[src/sv/prrs_pkg.sv]
// Shared types, constants and helpers for the page rectangle rotate/scale block.
`default_nettype none
package prrs_pkg;

    localparam int CoordW    = 32;
    localparam int SizeW     = 32;
    localparam int ProdW     = 63;
    localparam int DivStages = ProdW;
    localparam int QW        = 42;
    localparam int OffW      = 34;
    localparam int AccW      = 44;
    localparam int AddrW     = 6;
    localparam int DataW     = 64;
    localparam int RotW      = 9;
    localparam int StatusW   = 2;

    localparam logic [ProdW-1:0] QClamp = ProdW'(64'd1099511627776);

    localparam logic [RotW-1:0] ROT_DEG_0   = RotW'(0);
    localparam logic [RotW-1:0] ROT_DEG_90  = RotW'(90);
    localparam logic [RotW-1:0] ROT_DEG_180 = RotW'(180);
    localparam logic [RotW-1:0] ROT_DEG_270 = RotW'(270);

    localparam logic [StatusW-1:0] ST_OK  = 2'd0;
    localparam logic [StatusW-1:0] ST_BOX = 2'd1;
    localparam logic [StatusW-1:0] ST_ROT = 2'd2;

    typedef enum logic [2:0] {
        REG_MEDIA_X = 3'd0,
        REG_MEDIA_Y = 3'd1,
        REG_CROP_X  = 3'd2,
        REG_CROP_Y  = 3'd3,
        REG_ROT     = 3'd4
    } reg_idx_t;

    typedef enum logic [1:0] {
        ROT_0,
        ROT_90,
        ROT_180,
        ROT_270
    } rot_t;

    typedef struct packed {
        rot_t                       rot;
        logic [StatusW-1:0]         status;
        logic signed [OffW-1:0]     off_x;
        logic signed [OffW-1:0]     off_y;
        logic [SizeW-1:0]           num_x;
        logic [SizeW-1:0]           den_x;
        logic [SizeW-1:0]           num_y;
        logic [SizeW-1:0]           den_y;
    } page_cfg_t;

    function automatic logic signed [CoordW-1:0] sat_coord(input logic signed [AccW-1:0] v);
        logic signed [AccW-1:0] hi;
        logic signed [AccW-1:0] lo;
        hi = AccW'(64'sd2147483647);
        lo = -AccW'(64'sd2147483648);
        if (v > hi)
            return CoordW'(hi);
        else if (v < lo)
            return CoordW'(lo);
        else
            return v[CoordW-1:0];
    endfunction

endpackage
`default_nettype wire

[src/sv/prrs_post.sv]
// Output stages: rotate/offset combine, then order and saturate.
`default_nettype none
module prrs_post (
    input  wire logic                                clk,
    input  wire logic                                rst_n,
    input  wire logic                                in_vld,
    input  wire logic signed [prrs_pkg::QW-1:0]      qx0,
    input  wire logic signed [prrs_pkg::QW-1:0]      qy0,
    input  wire logic signed [prrs_pkg::QW-1:0]      qx1,
    input  wire logic signed [prrs_pkg::QW-1:0]      qy1,
    input  wire prrs_pkg::page_cfg_t                 cfg,
    output logic                                     done,
    output logic signed [prrs_pkg::CoordW-1:0]       dev_x0,
    output logic signed [prrs_pkg::CoordW-1:0]       dev_y0,
    output logic signed [prrs_pkg::CoordW-1:0]       dev_x1,
    output logic signed [prrs_pkg::CoordW-1:0]       dev_y1,
    output logic        [prrs_pkg::StatusW-1:0]      status
);
    import prrs_pkg::*;

    logic signed [AccW-1:0] ox, oy, ex0, ex1, ey0, ey1;
    logic signed [AccW-1:0] dx0_next, dx1_next, dy0_next, dy1_next;
    logic signed [AccW-1:0] dx0_reg, dx1_reg, dy0_reg, dy1_reg;
    logic                   c_vld_reg;

    always_comb
    begin
        ox  = AccW'(cfg.off_x);
        oy  = AccW'(cfg.off_y);
        ex0 = AccW'(qx0);
        ex1 = AccW'(qx1);
        ey0 = AccW'(qy0);
        ey1 = AccW'(qy1);
        unique case (cfg.rot)
            ROT_0:
            begin
                dx0_next = ox + ex0;
                dx1_next = ox + ex1;
                dy0_next = oy + ey0;
                dy1_next = oy + ey1;
            end
            ROT_90:
            begin
                dx0_next = ox + ey0;
                dx1_next = ox + ey1;
                dy0_next = oy - ex1;
                dy1_next = oy - ex0;
            end
            ROT_180:
            begin
                dx0_next = ox - ex1;
                dx1_next = ox - ex0;
                dy0_next = oy - ey1;
                dy1_next = oy - ey0;
            end
            ROT_270:
            begin
                dx0_next = ox - ey1;
                dx1_next = ox - ey0;
                dy0_next = oy + ex0;
                dy1_next = oy + ex1;
            end
            default:
            begin
                dx0_next = '0;
                dx1_next = '0;
                dy0_next = '0;
                dy1_next = '0;
            end
        endcase
    end

    logic                     done_reg;
    logic signed [CoordW-1:0] x0_reg, y0_reg, x1_reg, y1_reg;
    logic [StatusW-1:0]       status_reg;
    logic                     ok;
    logic                     swap_x, swap_y;

    assign ok     = cfg.status == ST_OK;
    assign swap_x = dx0_reg > dx1_reg;
    assign swap_y = dy0_reg > dy1_reg;

    always_ff @(posedge clk or negedge rst_n)
    begin
        if (!rst_n)
        begin
            c_vld_reg <= 1'b0;
            done_reg  <= 1'b0;
        end
        else
        begin
            c_vld_reg <= in_vld;
            done_reg  <= c_vld_reg;
        end
    end

    always_ff @(posedge clk)
    begin
        dx0_reg    <= dx0_next;
        dx1_reg    <= dx1_next;
        dy0_reg    <= dy0_next;
        dy1_reg    <= dy1_next;
        status_reg <= cfg.status;
        x0_reg     <= ok ? sat_coord(swap_x ? dx1_reg : dx0_reg) : '0;
        x1_reg     <= ok ? sat_coord(swap_x ? dx0_reg : dx1_reg) : '0;
        y0_reg     <= ok ? sat_coord(swap_y ? dy1_reg : dy0_reg) : '0;
        y1_reg     <= ok ? sat_coord(swap_y ? dy0_reg : dy1_reg) : '0;
    end

    assign done   = done_reg;
    assign dev_x0 = x0_reg;
    assign dev_y0 = y0_reg;
    assign dev_x1 = x1_reg;
    assign dev_y1 = y1_reg;
    assign status = status_reg;

endmodule
`default_nettype wire

[config.mk]
export PLATFORM = sky130hd
export DESIGN_NAME = prrs_post
export DESIGN_NICKNAME = d
export VERILOG_FILES = /design/src/sv/prrs_pkg.sv /design/src/sv/prrs_post.sv
export SDC_FILE = /design/constraint.sdc
export NUM_CORES = 1
export LEC_CHECK = 0
export ABC_CLOCK_PERIOD_IN_PS = 3600
export BUFFER_PORTS_ARGS = -buffer_cell sky130_fd_sc_hd__buf_2
export CORE_ASPECT_RATIO = 0.9
export CORE_MARGIN = 1
export CORE_UTILIZATION = 58
export DETAILED_ROUTE_END_ITERATION = 10
export PLACE_DENSITY = 0.89
export SETUP_SLACK_MARGIN = 0.15
export SLEW_MARGIN = 0
export SYNTH_ARGS = -nofsm -noshare
export SYNTH_HDL_FRONTEND = slang
export SYNTH_SLANG_ARGS = --single-unit
[constraint.sdc]
create_clock -name clk -period 3.6 [get_ports clk]
set_input_delay 0.18 -clock clk [delete_from_list [all_inputs] [get_ports clk]]
set_output_delay 0.18 -clock clk [all_outputs]
set_load 0.05 [all_outputs]
==> results.toml, run 1 <==
[clocking]
root_buffer = "clkbuf_16"
clk_path_buf_depth = 3
tritoncts_num_sinks = 304
cts.htree.levels = 2
cts_made_buffers = 34

[logic_synthesis]
syn-cell-area_um2 = 26200
syn-num-nets = 4024
synth-edff-count = 0
synth_flop_cell = "dfxtp_1"
ys_seq_area_share_pct = 23.2
syn_area_per_cell_um2 = 7.74
synth_seq_cells = 304
synth.distinct_cells = 83
async_flop_share_pct = 0.658
netlist_instances = 3391
yosys_warnings = 0

[global_routing]
grt_pass1_vias = 46800
grt_first_pass_wirelength_um = 320000
grt_max_degree = 73
total_overflow_reported_by_the_global_router = 1373
grt_use_total_pct = 91.3

[floorplanning]
pin_count = 502
die_height_um = 204
chipWidth_um = 226
initial_utilization_pct = 59.1
placement_rows = 73

[status]
tool.error = "[ERROR GRT-0116] Global routing finished with congestion. Check the congestion regions in the DRC Viewer."
outcome = "stopped before the end"
haltStage = "5_1_grt"

[placement]
pre_cts_ws_ns = -1.58
place.port_buffers = 373
dp_hpwl_um = 88900
finalWeightedCongestion = 1.07
placed_cells = 5022
cell usage after synthesis (88+ instances only):
cell	number	area, um^2
a21o_1	122	916
a21oi_1	292	1460
clkbuf_1	127	477
dfxtp_1	302	6050
ha_1	258	3230
inv_1	145	544
mux2i_1	129	1290
nand2_1	413	1550
nand3_1	88	440
nor2_1	194	728
o21ai_0	286	1430
xnor2_1	181	1590
xor2_1	117	1020
logic make-up after synthesis:
group / count (synthesis) / synth area share, %
buf+inv: 298 / 4.30
fa+ha+maj: 262 / 12.6
mux: 146 / 6.21
xor+xnor: 298 / 9.94
simple gates: 1068 / 19.5
flops: 304 / 23.2
compound gates: 1015 / 24.2
stage by stage:
step                TNS [ns]  cell area [um^2]
global placement      -80.43             35100
CTS                   -27.69             39200
detailed placement    -99.47             35100
floorplan             -20.74             26800
layer usage:
metal	GRT usage [%]	GRT overflow
met2	104	812
met3	81.6	98
met1	87.3	83
met4	95.1	362
met5	71.9	18
repair_timing:
| action | 4_1_cts |
|---|---|
| hold buffers | 7 |
| setup endpoints to repair | 175 |
| cloned | 0 |
| hold endpoints to repair | 8 |
| buffers inserted | 114 |
| pin swaps | 200 |
| gates resized for setup | 449 |
==> inputs of run 2 (changes only) <==
--- a/config.mk
+++ b/config.mk
@@ -7,12 +7,10 @@
 export LEC_CHECK = 0
 export ABC_CLOCK_PERIOD_IN_PS = 3600
 export BUFFER_PORTS_ARGS = -buffer_cell sky130_fd_sc_hd__buf_2
-export CORE_ASPECT_RATIO = 0.9
 export CORE_MARGIN = 1
-export CORE_UTILIZATION = 58
+export CORE_UTILIZATION = 40
 export DETAILED_ROUTE_END_ITERATION = 10
-export PLACE_DENSITY = 0.89
-export SETUP_SLACK_MARGIN = 0.15
+export PLACE_DENSITY_LB_ADDON = 0.15
 export SLEW_MARGIN = 0
 export SYNTH_ARGS = -nofsm -noshare
 export SYNTH_HDL_FRONTEND = slang
==> run 2 against run 1 <==
The flow now finishes, with violations (setup timing). Synthesized cell count unchanged. Synthesized area unchanged.
==> results.toml, run 2 <==
[setup_path]
critical_path_arrival_ns = 4.83
ff2ff_path_depth = 10
ff2ff_setup_slack_ns = 0.08
crit_required_ns = 4.08
critical_path.max_fanout = 3
timing.setup.critical_path_class = "in -> reg"
setup.worst_path.start_class = "input port"
crit_path_end_kind = "register"

[clocking]
worstSkewPairLatency_ns = 0.55
cts.clk_slew.worst_paths_ns = 0.06
cts_made_buffers = 37
tritoncts_num_sinks = 304
clk_path_buf_depth = 3
tritoncts_clock_tree = "done"
cts.htree.levels = 2
root_buffer = "clkbuf_16"

[timing]
grt_setup_unrepaired = "true"
finalCriticalPeriod_ns = 4.35
transition_time_at_the_pin_with_the_least_slew_margin_ns = 0.852
maxSlewViolCount = 0
timing.slew.headroom_pct = 43.2
setup_viol_count_final = 78
final.period_utilization_pct = 121
postLayoutSetupSlackWorst_ns = -0.753
timing.clock.skew_ns = 0.0138
max_freq_mhz = 230
timing.final.hold_violations = 0
setup_tns_ns = -29.54

[placement]
placed_cells = 5341
placed_cell_area_um2 = 35900
dp_hpwl_um = 86800
finalWeightedCongestion = 0.964
place.port_buffers = 373

[final_layout]
final_cell_mix = "buf_4 (897), nand2_1 (389), buf_2 (362)"
design.final.nets = 5273
mostFrequentLayoutCell = "buf_4"
fraction_of_final_layout_cells_sized_beyond_drive_strength_1_pct = 40.5
flow.area_growth_from_synthesis_pct = 54.4
instances_no_fill = 5529
postLayoutCellArea_um2 = 40500
layout.core_utilization_pct = 62.7

[global_routing]
grt_first_pass_wirelength_um = 159000
grt_use_total_pct = 30.6
grt_pass1_vias = 28300
antenna_found_initial = 14
grt_max_degree = 111
total_overflow_reported_by_the_global_router = 0

[floorplanning]
initial_utilization_pct = 40.6
coreArea_um2 = 64700
placement_rows = 93
pin_count = 502
die_height_um = 258
die-area_um2 = 66700
chipWidth_um = 258

[run]
max_cap_violations = 0

[detailed_routing]
vias_per_cell = 5.45
vias = 30200
first_pass_detailed_route_iteration_total = 6
drt_drc_violations_left = 0
drtAntennaViolNets = 0
postRouteWirelength_um = 108000
routed_wire_length_per_instance_um = 19.5
drtIter0Drc = 2379

[logic_synthesis]
syn-num-nets = 4024
yosys_warnings = 0
syn-cell-area_um2 = 26200
post_synth_most_frequent_cells = "nand2_1 (413), dfxtp_1 (302), a21oi_1 (292)"
netlist_instances = 3391
post-synth-top-area-fraction_pct = 23.0
syn_area_per_cell_um2 = 7.74
post_synthesis_cell_type_with_the_largest_combined_area = "dfxtp_1"
post-synth-top-count-cell = "nand2_1"
async_flop_share_pct = 0.658
synthTopCellsByArea = "dfxtp_1 (23%), ha_1 (12%), xnor2_1 (6.0%)"
ys_seq_area_share_pct = 23.2
synth-edff-count = 0
synth_flop_cell = "dfxtp_1"
synth_seq_cells = 304
synth.distinct_cells = 83

[worst_hold_path]
worst_hold_path_type = "in -> reg"
hold_path_depth = 4

[pwr]
power_uw = 21900
vdd.ir_drop.worst_v = 0.000439
cellLeakagePower_uw = 0.0193
power-per-cell-area_nw_per_um2 = 541

[status]
failing_checks = "setup timing"
outcome = "complete, but fails checks"
run 2: cell counts after synthesis:
Identical to the previous run, type by type.
run 2: cell type report:
| cell class | count | area, um^2 |
|---|---|---|
| Fill cell | 5867 | 24200 |
| Multi-Input combinational cell | 2790 | 21700 |
| Timing Repair Buffer | 1361 | 9870 |
| Sequential cell | 304 | 6100 |
| Clock buffer | 49 | 1070 |
| Tap cell | 855 | 1070 |
| Inverter | 146 | 569 |
| Clock inverter | 15 | 166 |
| Antenna cell | 9 | 22.5 |
run 2: repair_timing:
| action | 4_1_cts | 5_1_grt |
|---|---|---|
| hold buffers | 9 | 0 |
| buffers inserted | 69 | 51 |
| gates resized for setup | 310 | 259 |
| pin swaps | 207 | 178 |
| setup endpoints to repair | 91 | 142 |
| cloned | 0 | 1 |
| hold endpoints to repair | 12 | 0 |
run 2: kinds of logic after synthesis:
logic type | share of synthesized area [%]
and+or+nand+nor | 19.5
AOI/OAI and AO/OA | 24.2
DFF | 23.2
xor gates and xnor gates | 9.94
buffers and inverters | 4.30
adders and majority gates | 12.6
muxes | 6.21
run 2: worst paths after layout:
kind                               end         from
max                        dx0_reg[39]       qy0[0]
min                         dx1_reg[7]     cfg[169]
max reg2reg                  dev_x0[0]  dx1_reg[42]
min reg2reg                       done    c_vld_reg
max in group asynchronous    c_vld_reg        rst_n
min in group asynchronous         done        rst_n
run 2: metal layers:
metal	global-route usage, %	vias to the layer above	part of all wire [%]
met5	0	-	0.056
met4	10.1	10	3.1
met3	3.63	148	6.3
met2	49.7	981	46
met1	41.9	14300	45
li1	-	14800	-
run 2: power breakdown:
| group | internal, uW | switching (uW) |
|---|---|---|
| Clock | 2260 | 1530 |
| Combinational | 5250 | 7530 |
| Sequential | 4670 | 682 |
run 2: critical path: stages:
cell	delay, ns
buf_6	0.09
or4_4	0.60
or4_4	0.59
nor2_4	0.13
nand2_4	0.08
or4_4	0.43
xor2_2	0.19
nand2_1	0.08
nand3_2	0.11
o21ai_4	0.08
ha_4	0.26
o21a_1	0.20
o21a_1	0.20
o41ai_2	0.06
o2bb2ai_2	0.20
o21ai_4	0.11
o311ai_2	0.33
a41oi_2	0.25
buf_4	0.21
o21a_1	0.19
nor2_2	0.11
xnor2_1	0.11
run 2: metrics by stage:
stage               hold slack [ns]  worst slack (ns)
floorplan                    -0.116            -0.828
global placement            -0.0346             -1.51
detailed placement          -0.0305             -1.57
CTS                           0.106            -0.686
global route                  0.143            -0.881
finish                        0.122            -0.753
(Power assumes the default switching activity.)
