`src/sv/prrs_pkg.sv`:
```
// Shared types, constants and helpers for the page rectangle rotate/scale block.
`default_nettype none
package prrs_pkg;

    localparam int CoordW    = 32;
    localparam int SizeW     = 32;
    localparam int ProdW     = 63;
    localparam int DivStages = ProdW;
    localparam int QW        = 42;
    localparam int OffW      = 34;
    localparam int AccW      = 44;
    localparam int AddrW     = 6;
    localparam int DataW     = 64;
    localparam int RotW      = 9;
    localparam int StatusW   = 2;

    localparam logic [ProdW-1:0] QClamp = ProdW'(64'd1099511627776);

    localparam logic [RotW-1:0] ROT_DEG_0   = RotW'(0);
    localparam logic [RotW-1:0] ROT_DEG_90  = RotW'(90);
    localparam logic [RotW-1:0] ROT_DEG_180 = RotW'(180);
    localparam logic [RotW-1:0] ROT_DEG_270 = RotW'(270);

    localparam logic [StatusW-1:0] ST_OK  = 2'd0;
    localparam logic [StatusW-1:0] ST_BOX = 2'd1;
    localparam logic [StatusW-1:0] ST_ROT = 2'd2;

    typedef enum logic [2:0] {
        REG_MEDIA_X = 3'd0,
        REG_MEDIA_Y = 3'd1,
        REG_CROP_X  = 3'd2,
        REG_CROP_Y  = 3'd3,
        REG_ROT     = 3'd4
    } reg_idx_t;

    typedef enum logic [1:0] {
        ROT_0,
        ROT_90,
        ROT_180,
        ROT_270
    } rot_t;

    typedef struct packed {
        rot_t                       rot;
        logic [StatusW-1:0]         status;
        logic signed [OffW-1:0]     off_x;
        logic signed [OffW-1:0]     off_y;
        logic [SizeW-1:0]           num_x;
        logic [SizeW-1:0]           den_x;
        logic [SizeW-1:0]           num_y;
        logic [SizeW-1:0]           den_y;
    } page_cfg_t;

    function automatic logic signed [CoordW-1:0] sat_coord(input logic signed [AccW-1:0] v);
        logic signed [AccW-1:0] hi;
        logic signed [AccW-1:0] lo;
        hi = AccW'(64'sd2147483647);
        lo = -AccW'(64'sd2147483648);
        if (v > hi)
            return CoordW'(hi);
        else if (v < lo)
            return CoordW'(lo);
        else
            return v[CoordW-1:0];
    endfunction

endpackage
`default_nettype wire

```
`src/sv/prrs_cfg.sv`:
```
// Configuration registers, APB access and derived page geometry.
`default_nettype none
module prrs_cfg (
    input  wire logic                       clk,
    input  wire logic                       rst_n,
    input  wire logic                       psel,
    input  wire logic                       penable,
    input  wire logic                       pwrite,
    input  wire logic [prrs_pkg::AddrW-1:0] paddr,
    input  wire logic [prrs_pkg::DataW-1:0] pwdata,
    output logic      [prrs_pkg::DataW-1:0] prdata,
    output logic                            pready,
    output prrs_pkg::page_cfg_t             cfg
);
    import prrs_pkg::*;

    logic [DataW-1:0] media_x_reg, media_y_reg, crop_x_reg, crop_y_reg;
    logic [RotW-1:0]  rot_reg;
    logic             wr_en;
    reg_idx_t         idx;

    assign pready = 1'b1;
    assign wr_en  = psel && penable && pwrite;
    assign idx    = reg_idx_t'(paddr[5:3]);

    always_ff @(posedge clk or negedge rst_n)
    begin
        if (!rst_n)
        begin
            media_x_reg <= '0;
            media_y_reg <= '0;
            crop_x_reg  <= '0;
            crop_y_reg  <= '0;
            rot_reg     <= '0;
        end
        else if (wr_en)
        begin
            unique case (idx)
                REG_MEDIA_X: media_x_reg <= pwdata;
                REG_MEDIA_Y: media_y_reg <= pwdata;
                REG_CROP_X:  crop_x_reg  <= pwdata;
                REG_CROP_Y:  crop_y_reg  <= pwdata;
                REG_ROT:     rot_reg     <= pwdata[RotW-1:0];
                default:     ;
            endcase
        end
    end

    always_comb
    begin
        unique case (idx)
            REG_MEDIA_X: prdata = media_x_reg;
            REG_MEDIA_Y: prdata = media_y_reg;
            REG_CROP_X:  prdata = crop_x_reg;
            REG_CROP_Y:  prdata = crop_y_reg;
            REG_ROT:     prdata = DataW'(rot_reg);
            default:     prdata = '0;
        endcase
    end

    // Stage 1: order each box edge pair.
    logic signed [CoordW-1:0] mx0_reg, mx1_reg, my0_reg, my1_reg;
    logic signed [CoordW-1:0] cx0_reg, cx1_reg, cy0_reg, cy1_reg;
    rot_t                     rot_code_reg;
    logic                     rot_bad_reg;
    rot_t                     rot_code_next;
    logic                     rot_bad_next;

    function automatic logic signed [CoordW-1:0] lo_of(input logic [DataW-1:0] r);
        logic signed [CoordW-1:0] a;
        logic signed [CoordW-1:0] b;
        a = r[31:0];
        b = r[63:32];
        return (a > b) ? b : a;
    endfunction

    function automatic logic signed [CoordW-1:0] hi_of(input logic [DataW-1:0] r);
        logic signed [CoordW-1:0] a;
        logic signed [CoordW-1:0] b;
        a = r[31:0];
        b = r[63:32];
        return (a > b) ? a : b;
    endfunction

    always_comb
    begin
        rot_bad_next  = 1'b0;
        rot_code_next = ROT_0;
        priority if (rot_reg == ROT_DEG_0)   rot_code_next = ROT_0;
        else if (rot_reg == ROT_DEG_90)      rot_code_next = ROT_90;
        else if (rot_reg == ROT_DEG_180)     rot_code_next = ROT_180;
        else if (rot_reg == ROT_DEG_270)     rot_code_next = ROT_270;
        else                                 rot_bad_next  = 1'b1;
    end

    always_ff @(posedge clk)
    begin
        mx0_reg <= lo_of(media_x_reg);
        mx1_reg <= hi_of(media_x_reg);
        my0_reg <= lo_of(media_y_reg);
        my1_reg <= hi_of(media_y_reg);
        cx0_reg <= lo_of(crop_x_reg);
        cx1_reg <= hi_of(crop_x_reg);
        cy0_reg <= lo_of(crop_y_reg);
        cy1_reg <= hi_of(crop_y_reg);
        rot_bad_reg  <= rot_bad_next;
        rot_code_reg <= rot_code_next;
    end

    // Stage 2: sizes, status, offsets and scale factors.
    logic [SizeW-1:0]       mw, mh, cw, ch;
    logic signed [OffW-1:0] cx0_e, cy0_e, cw_e, ch_e;
    page_cfg_t              cfg_next;
    page_cfg_t              cfg_reg;

    always_comb
    begin
        mw = SizeW'(33'(mx1_reg) - 33'(mx0_reg));
        mh = SizeW'(33'(my1_reg) - 33'(my0_reg));
        cw = SizeW'(33'(cx1_reg) - 33'(cx0_reg));
        ch = SizeW'(33'(cy1_reg) - 33'(cy0_reg));
        cx0_e = OffW'(cx0_reg);
        cy0_e = OffW'(cy0_reg);
        cw_e  = OffW'({2'b00, cw});
        ch_e  = OffW'({2'b00, ch});

        cfg_next.rot   = rot_code_reg;
        cfg_next.num_x = cw;
        cfg_next.den_x = mw;
        cfg_next.num_y = ch;
        cfg_next.den_y = mh;
        priority if (mw == '0 || mh == '0 || cw == '0 || ch == '0)
            cfg_next.status = ST_BOX;
        else if (rot_bad_reg)
            cfg_next.status = ST_ROT;
        else
            cfg_next.status = ST_OK;

        unique case (rot_code_reg)
            ROT_0:
            begin
                cfg_next.off_x = -cx0_e;
                cfg_next.off_y = -cy0_e;
                cfg_next.num_x = SizeW'(1);
                cfg_next.den_x = SizeW'(1);
                cfg_next.num_y = SizeW'(1);
                cfg_next.den_y = SizeW'(1);
            end
            ROT_90:
            begin
                cfg_next.off_x = cx0_e;
                cfg_next.off_y = cy0_e + cw_e;
            end
            ROT_180:
            begin
                cfg_next.off_x = cx0_e + cw_e;
                cfg_next.off_y = cy0_e + ch_e;
            end
            ROT_270:
            begin
                cfg_next.off_x = cx0_e + ch_e;
                cfg_next.off_y = cy0_e;
            end
            default:
            begin
                cfg_next.off_x = '0;
                cfg_next.off_y = '0;
            end
        endcase
    end

    always_ff @(posedge clk)
    begin
        cfg_reg <= cfg_next;
    end

    assign cfg = cfg_reg;

endmodule
`default_nettype wire

```
`config.mk`:
```
export PLATFORM = sky130hd
export DESIGN_NAME = prrs_cfg
export DESIGN_NICKNAME = d
export VERILOG_FILES = /design/src/sv/prrs_pkg.sv /design/src/sv/prrs_cfg.sv
export SDC_FILE = /design/constraint.sdc
export NUM_CORES = 2
export LEC_CHECK = 0
export BUFFER_PORTS_ARGS = -buffer_cell sky130_fd_sc_hd__buf_2
export CORE_ASPECT_RATIO = 0.75
export CORE_MARGIN = 2
export CORE_UTILIZATION = 50
export CTS_BUF_LIST = sky130_fd_sc_hd__clkbuf_8
export CTS_CLUSTER_SIZE = 40
export DETAILED_ROUTE_END_ITERATION = 8
export GPL_TIMING_DRIVEN = 0
export PLACE_DENSITY = 0.7
export SYNTH_ARGS = -nofsm -noshare
export SYNTH_HDL_FRONTEND = slang
export SYNTH_SLANG_ARGS = --single-unit
```
`constraint.sdc`:
```
create_clock -name clk -period 13.1 [get_ports clk]
set_input_delay 3.93 -clock clk [delete_from_list [all_inputs] [get_ports clk]]
set_output_delay 3.93 -clock clk [all_outputs]
set_load 0.005 [all_outputs]
```
==> summary.md <==
| Metric | Value |
|---|---|
| Status | `complete, no violations` |
| CTS tree | `built` |
| Post-synth net total | `~4800` |
| Crit path arrival time | `roughly 7 ns` |
| Die Area | `83100 sq um` |
| Postcts setup bufs | `0` |
| Residual DRC | `0` |
| Post-synth top flop | `dfxtp_1` |
| RD Place Congestion | `1.01` |
| Async SR Flop Fraction | `0.366` |
| First-pass GRT wire length | `211000 microns` |
| CTS sink cnt | `724` |
| Skew final | `between 0.05 and 0.06 ns` |
| Setup TNS | `0 ns` |
| Fmax | `0.0911 GHz` |
| Crit-path max cell delay | `0.61 ns` |
| Largest net degree at the start of global routing | `122` |
| RSZ-0062 raised after global routing | `no` |
| Area growth, synth to finish | `13.3%` |
| MaxCap Viol Count | `0` |
| Total Wirelength | `146000 microns` |
| Final hold vios | `0` |
| Max-slew headroom | `0.0854` |
| Post-Synthesis Cell Area | `just over 40000 sq um` |
| Initial antenna violation count | `16` |
| CP Cell Sequence | `clkbuf_1 > nor2b_1 > clkbuf_1 > and2_1 > clkbuf_1 > buf_1 > a221o_1 > buf_2` |
| CTS H-tree depth | `3` |
| Crit Path Category | `input pin to output pin` |
| Flops & latches, synth | `724` |
| Vias | `36300` |
| Reg-to-reg setup timing slack | `5.74 ns` |
| Clock Pin Slew Worst Setup and Hold Paths | `0.06 ns` |
| Crit path max-delay cell type | `clkbuf_1` |
| Row count | `90` |
| Core Area | `between 80000 and 90000 sq um` |
| Worst skew pair latency | `0.79 ns` |
| Max FO, Critical Path | `10` |
| Initial DRT Pass Iterations | `7` |
| Mapped Avg Cell Area | `~9.2 sq um` |
| Yosys warns | `0` |
| Yosys cell types | `87` |
| Post-DRT Antenna Nets | `0` |
| Grt total ovfl | `0` |
| Mapped Cells | `4374` |
| Count of flip-flops with a built-in enable after synthesis | `0` |
| Final Max Tran Viols | `0` |
| Worst min path class | `register to register` |
| Top cells by area, synth | `dfxtp_1 (23%), dfrtp_1 (16%), ha_1 (9.9%), mux2_2 (9.4%), o21ai_0 (5.5%)` |
| Starting density of the core | `0.504` |
| Crit path buf inv count | `5` |
| Most frequent cell after synthesis | `dfxtp_1` |
| Vias/cell | `between 6 and 7` |
| Tot GR Track Use | `0.339` |
| Post-synth top area share | `0.227` |
| Nets | `around 5200` |
| Worst Setup Start Kind | `input pin` |
| Worst EP required | `about 9 ns` |
| Most frequent cells after synthesis | `dfxtp_1 (459), o21ai_0 (441), mux2_2 (337)` |
| Layout cells sized above 1 | `0.180` |
| Sequential fraction of the synthesis area | `0.392` |
| HPWL after DPL | `119000 microns` |
| Setup-failing EPs final | `0` |
| Delay-heaviest family, CP | `buffers and inverters` |
| Max reg flops | `200` |
| Clock Path Buffers | `3` |
| Die Y | `250 microns` |
| IO Port Bufs | `about 330` |
| Vias in the first global route | `32900` |
| Final Critical Period | `10.97 ns` |
| Clk root buf | `clkbuf_8` |
| Avg WL per Cell | `24.5 microns` |
| Period Utilization, post-route | `0.838` |
| Worst path most repeated cell | `clkbuf_1` |
| CTS buffer count | `109` |
| Worst Setup End Kind | `output pin` |
| Die W | `332 microns` |
| Hold Buf Count CTS | `0` |
| IO Count | `340` |
| Starting DRT DRC Count | `~4500` |
| Slew @ Worst Pin | `between 1 and 1.5 ns` |
| CTS resizes | `0` |
| Yosys top cell by area | `dfxtp_1` |
worst register-to-register path: stages, from the launching register on:
cell and delay, ns:
dfxtp_1 0.51, clkbuf_1 0.59, inv_1 0.29, nor2_1 0.26, clkbuf_1 0.62, clkbuf_1 0.85, nand2_1 0.13, nand2_1 0.12
inv_1 0.06, fa_1 0.41, nor2b_1 0.13, o21a_1 0.13, o21ai_0 0.15, a21oi_1 0.30, a31oi_1 0.21, o31ai_1 0.54
o221ai_1 0.32, o21ai_0 0.57, a31oi_1 0.34, o41ai_1 0.40, xnor2_1 0.17, a21oi_1 0.09
metrics by stage:
stage,cell area (sq um),cells,hold WS (ns),util,setup slack (ns)
6_report,45800,5978,0.512,0.571,2.13
2_1_floorplan,40400,4374,0.329,-,3.68
4_1_cts,45800,5972,0.508,0.571,2.40
3_5_place_dp,43500,5769,0.495,0.542,2.40
5_1_grt,45800,5972,0.518,0.571,2.05
3_3_place_gp,43400,5766,0.506,0.541,2.48
area by class of cell:
type | instances | area, sq um
diodes | 6 | 15.0
plain buffers | 192 | 768
clock buffers | 143 | 1970
clock inverters | 60 | 307
fillers | 7274 | 34400
inverters | 310 | 1160
multi-input cells | 3148 | 22700
flip-flops and latches | 724 | 15800
well taps | 1058 | 1320
repair buffers | 337 | 1740
metal layers:
metal / wire length, microns / vias to the layer above / global-route usage
met5: 246 / - / 0.00690
met4: 3320 / 20 / 0.0832
met3: 20200 / 228 / 0.134
met2: 59100 / 1956 / 0.473
met1: 63400 / 17500 / 0.486
li1: - / 16600 / -
worst paths after layout:
| check | startpoint | depth (start not counted) | end |
|---|---|---|---|
| max in group asynchronous | rst_n | 2 | media_y_reg[38]$_DFFE_PN0P_ |
| hold / removal | rot_code_reg[0]$_SDFF_PP0_ | 0 | cfg[198]$_DFF_P_ |
| min in group asynchronous | rst_n | 1 | crop_y_reg[59]$_DFFE_PN0P_ |
| hold reg to reg | rot_code_reg[0]$_SDFF_PP0_ | 0 | cfg[198]$_DFF_P_ |
| setup reg to reg | rot_code_reg[0]$_SDFF_PP0_ | 21 | cfg[192]$_DFF_P_ |
| setup / recovery | paddr[3] | 8 | prdata[47] |
cells by family (layout without fill, tap and decap cells):
kind of cell | count (synthesis) | in the layout | synth area share
AOI/OAI and AO/OA | 1233 | 1233 | 0.194
and+or+nand+nor | 1032 | 1032 | 0.123
DFF | 724 | 724 | 0.392
buffers and inverters | 502 | 1042 | 0.0477
muxes | 354 | 354 | 0.0981
adders and majority gates | 326 | 326 | 0.102
xor gates and xnor gates | 202 | 202 | 0.0438
other | 1 | 7 | 0.0000928
layout by cell type (no fill, tap or decap), types with 17 or more instances in the layout:
| master | synthesis | final |
|---|---|---|
| a221o_1 | 56 | 56 |
| clkbuf_1 | 152 | 149 |
| a21oi_1 | 266 | 266 |
| clkbuf_8 | 2 | 145 |
| mux2i_1 | 17 | 17 |
| buf_1 | 28 | 28 |
| o22ai_1 | 24 | 24 |
| dfrtp_1 | 265 | 265 |
| a211oi_1 | 35 | 35 |
| inv_1 | 309 | 352 |
| nand2_1 | 319 | 319 |
| nand2b_1 | 38 | 38 |
| a21o_1 | 105 | 105 |
| dfxtp_1 | 459 | 459 |
| a31oi_1 | 28 | 28 |
| o21ai_0 | 441 | 441 |
| o21a_1 | 45 | 45 |
| ha_1 | 320 | 320 |
| xor2_1 | 75 | 75 |
| nor2_1 | 252 | 252 |
| mux2_2 | 337 | 337 |
| a22o_1 | 56 | 56 |
| nand3_1 | 57 | 57 |
| and3_1 | 37 | 37 |
| nand4_1 | 59 | 59 |
| nor3_1 | 60 | 59 |
| xnor2_1 | 127 | 127 |
| and2_1 | 70 | 70 |
| o21bai_1 | 17 | 17 |
| nor2b_1 | 48 | 48 |
| nor4_1 | 30 | 29 |
| a22oi_1 | 27 | 27 |
| buf_2 | 7 | 340 |
Power is not shown: default switching activity piles up to over one toggle a cycle in this logic, so the estimate is an artifact.
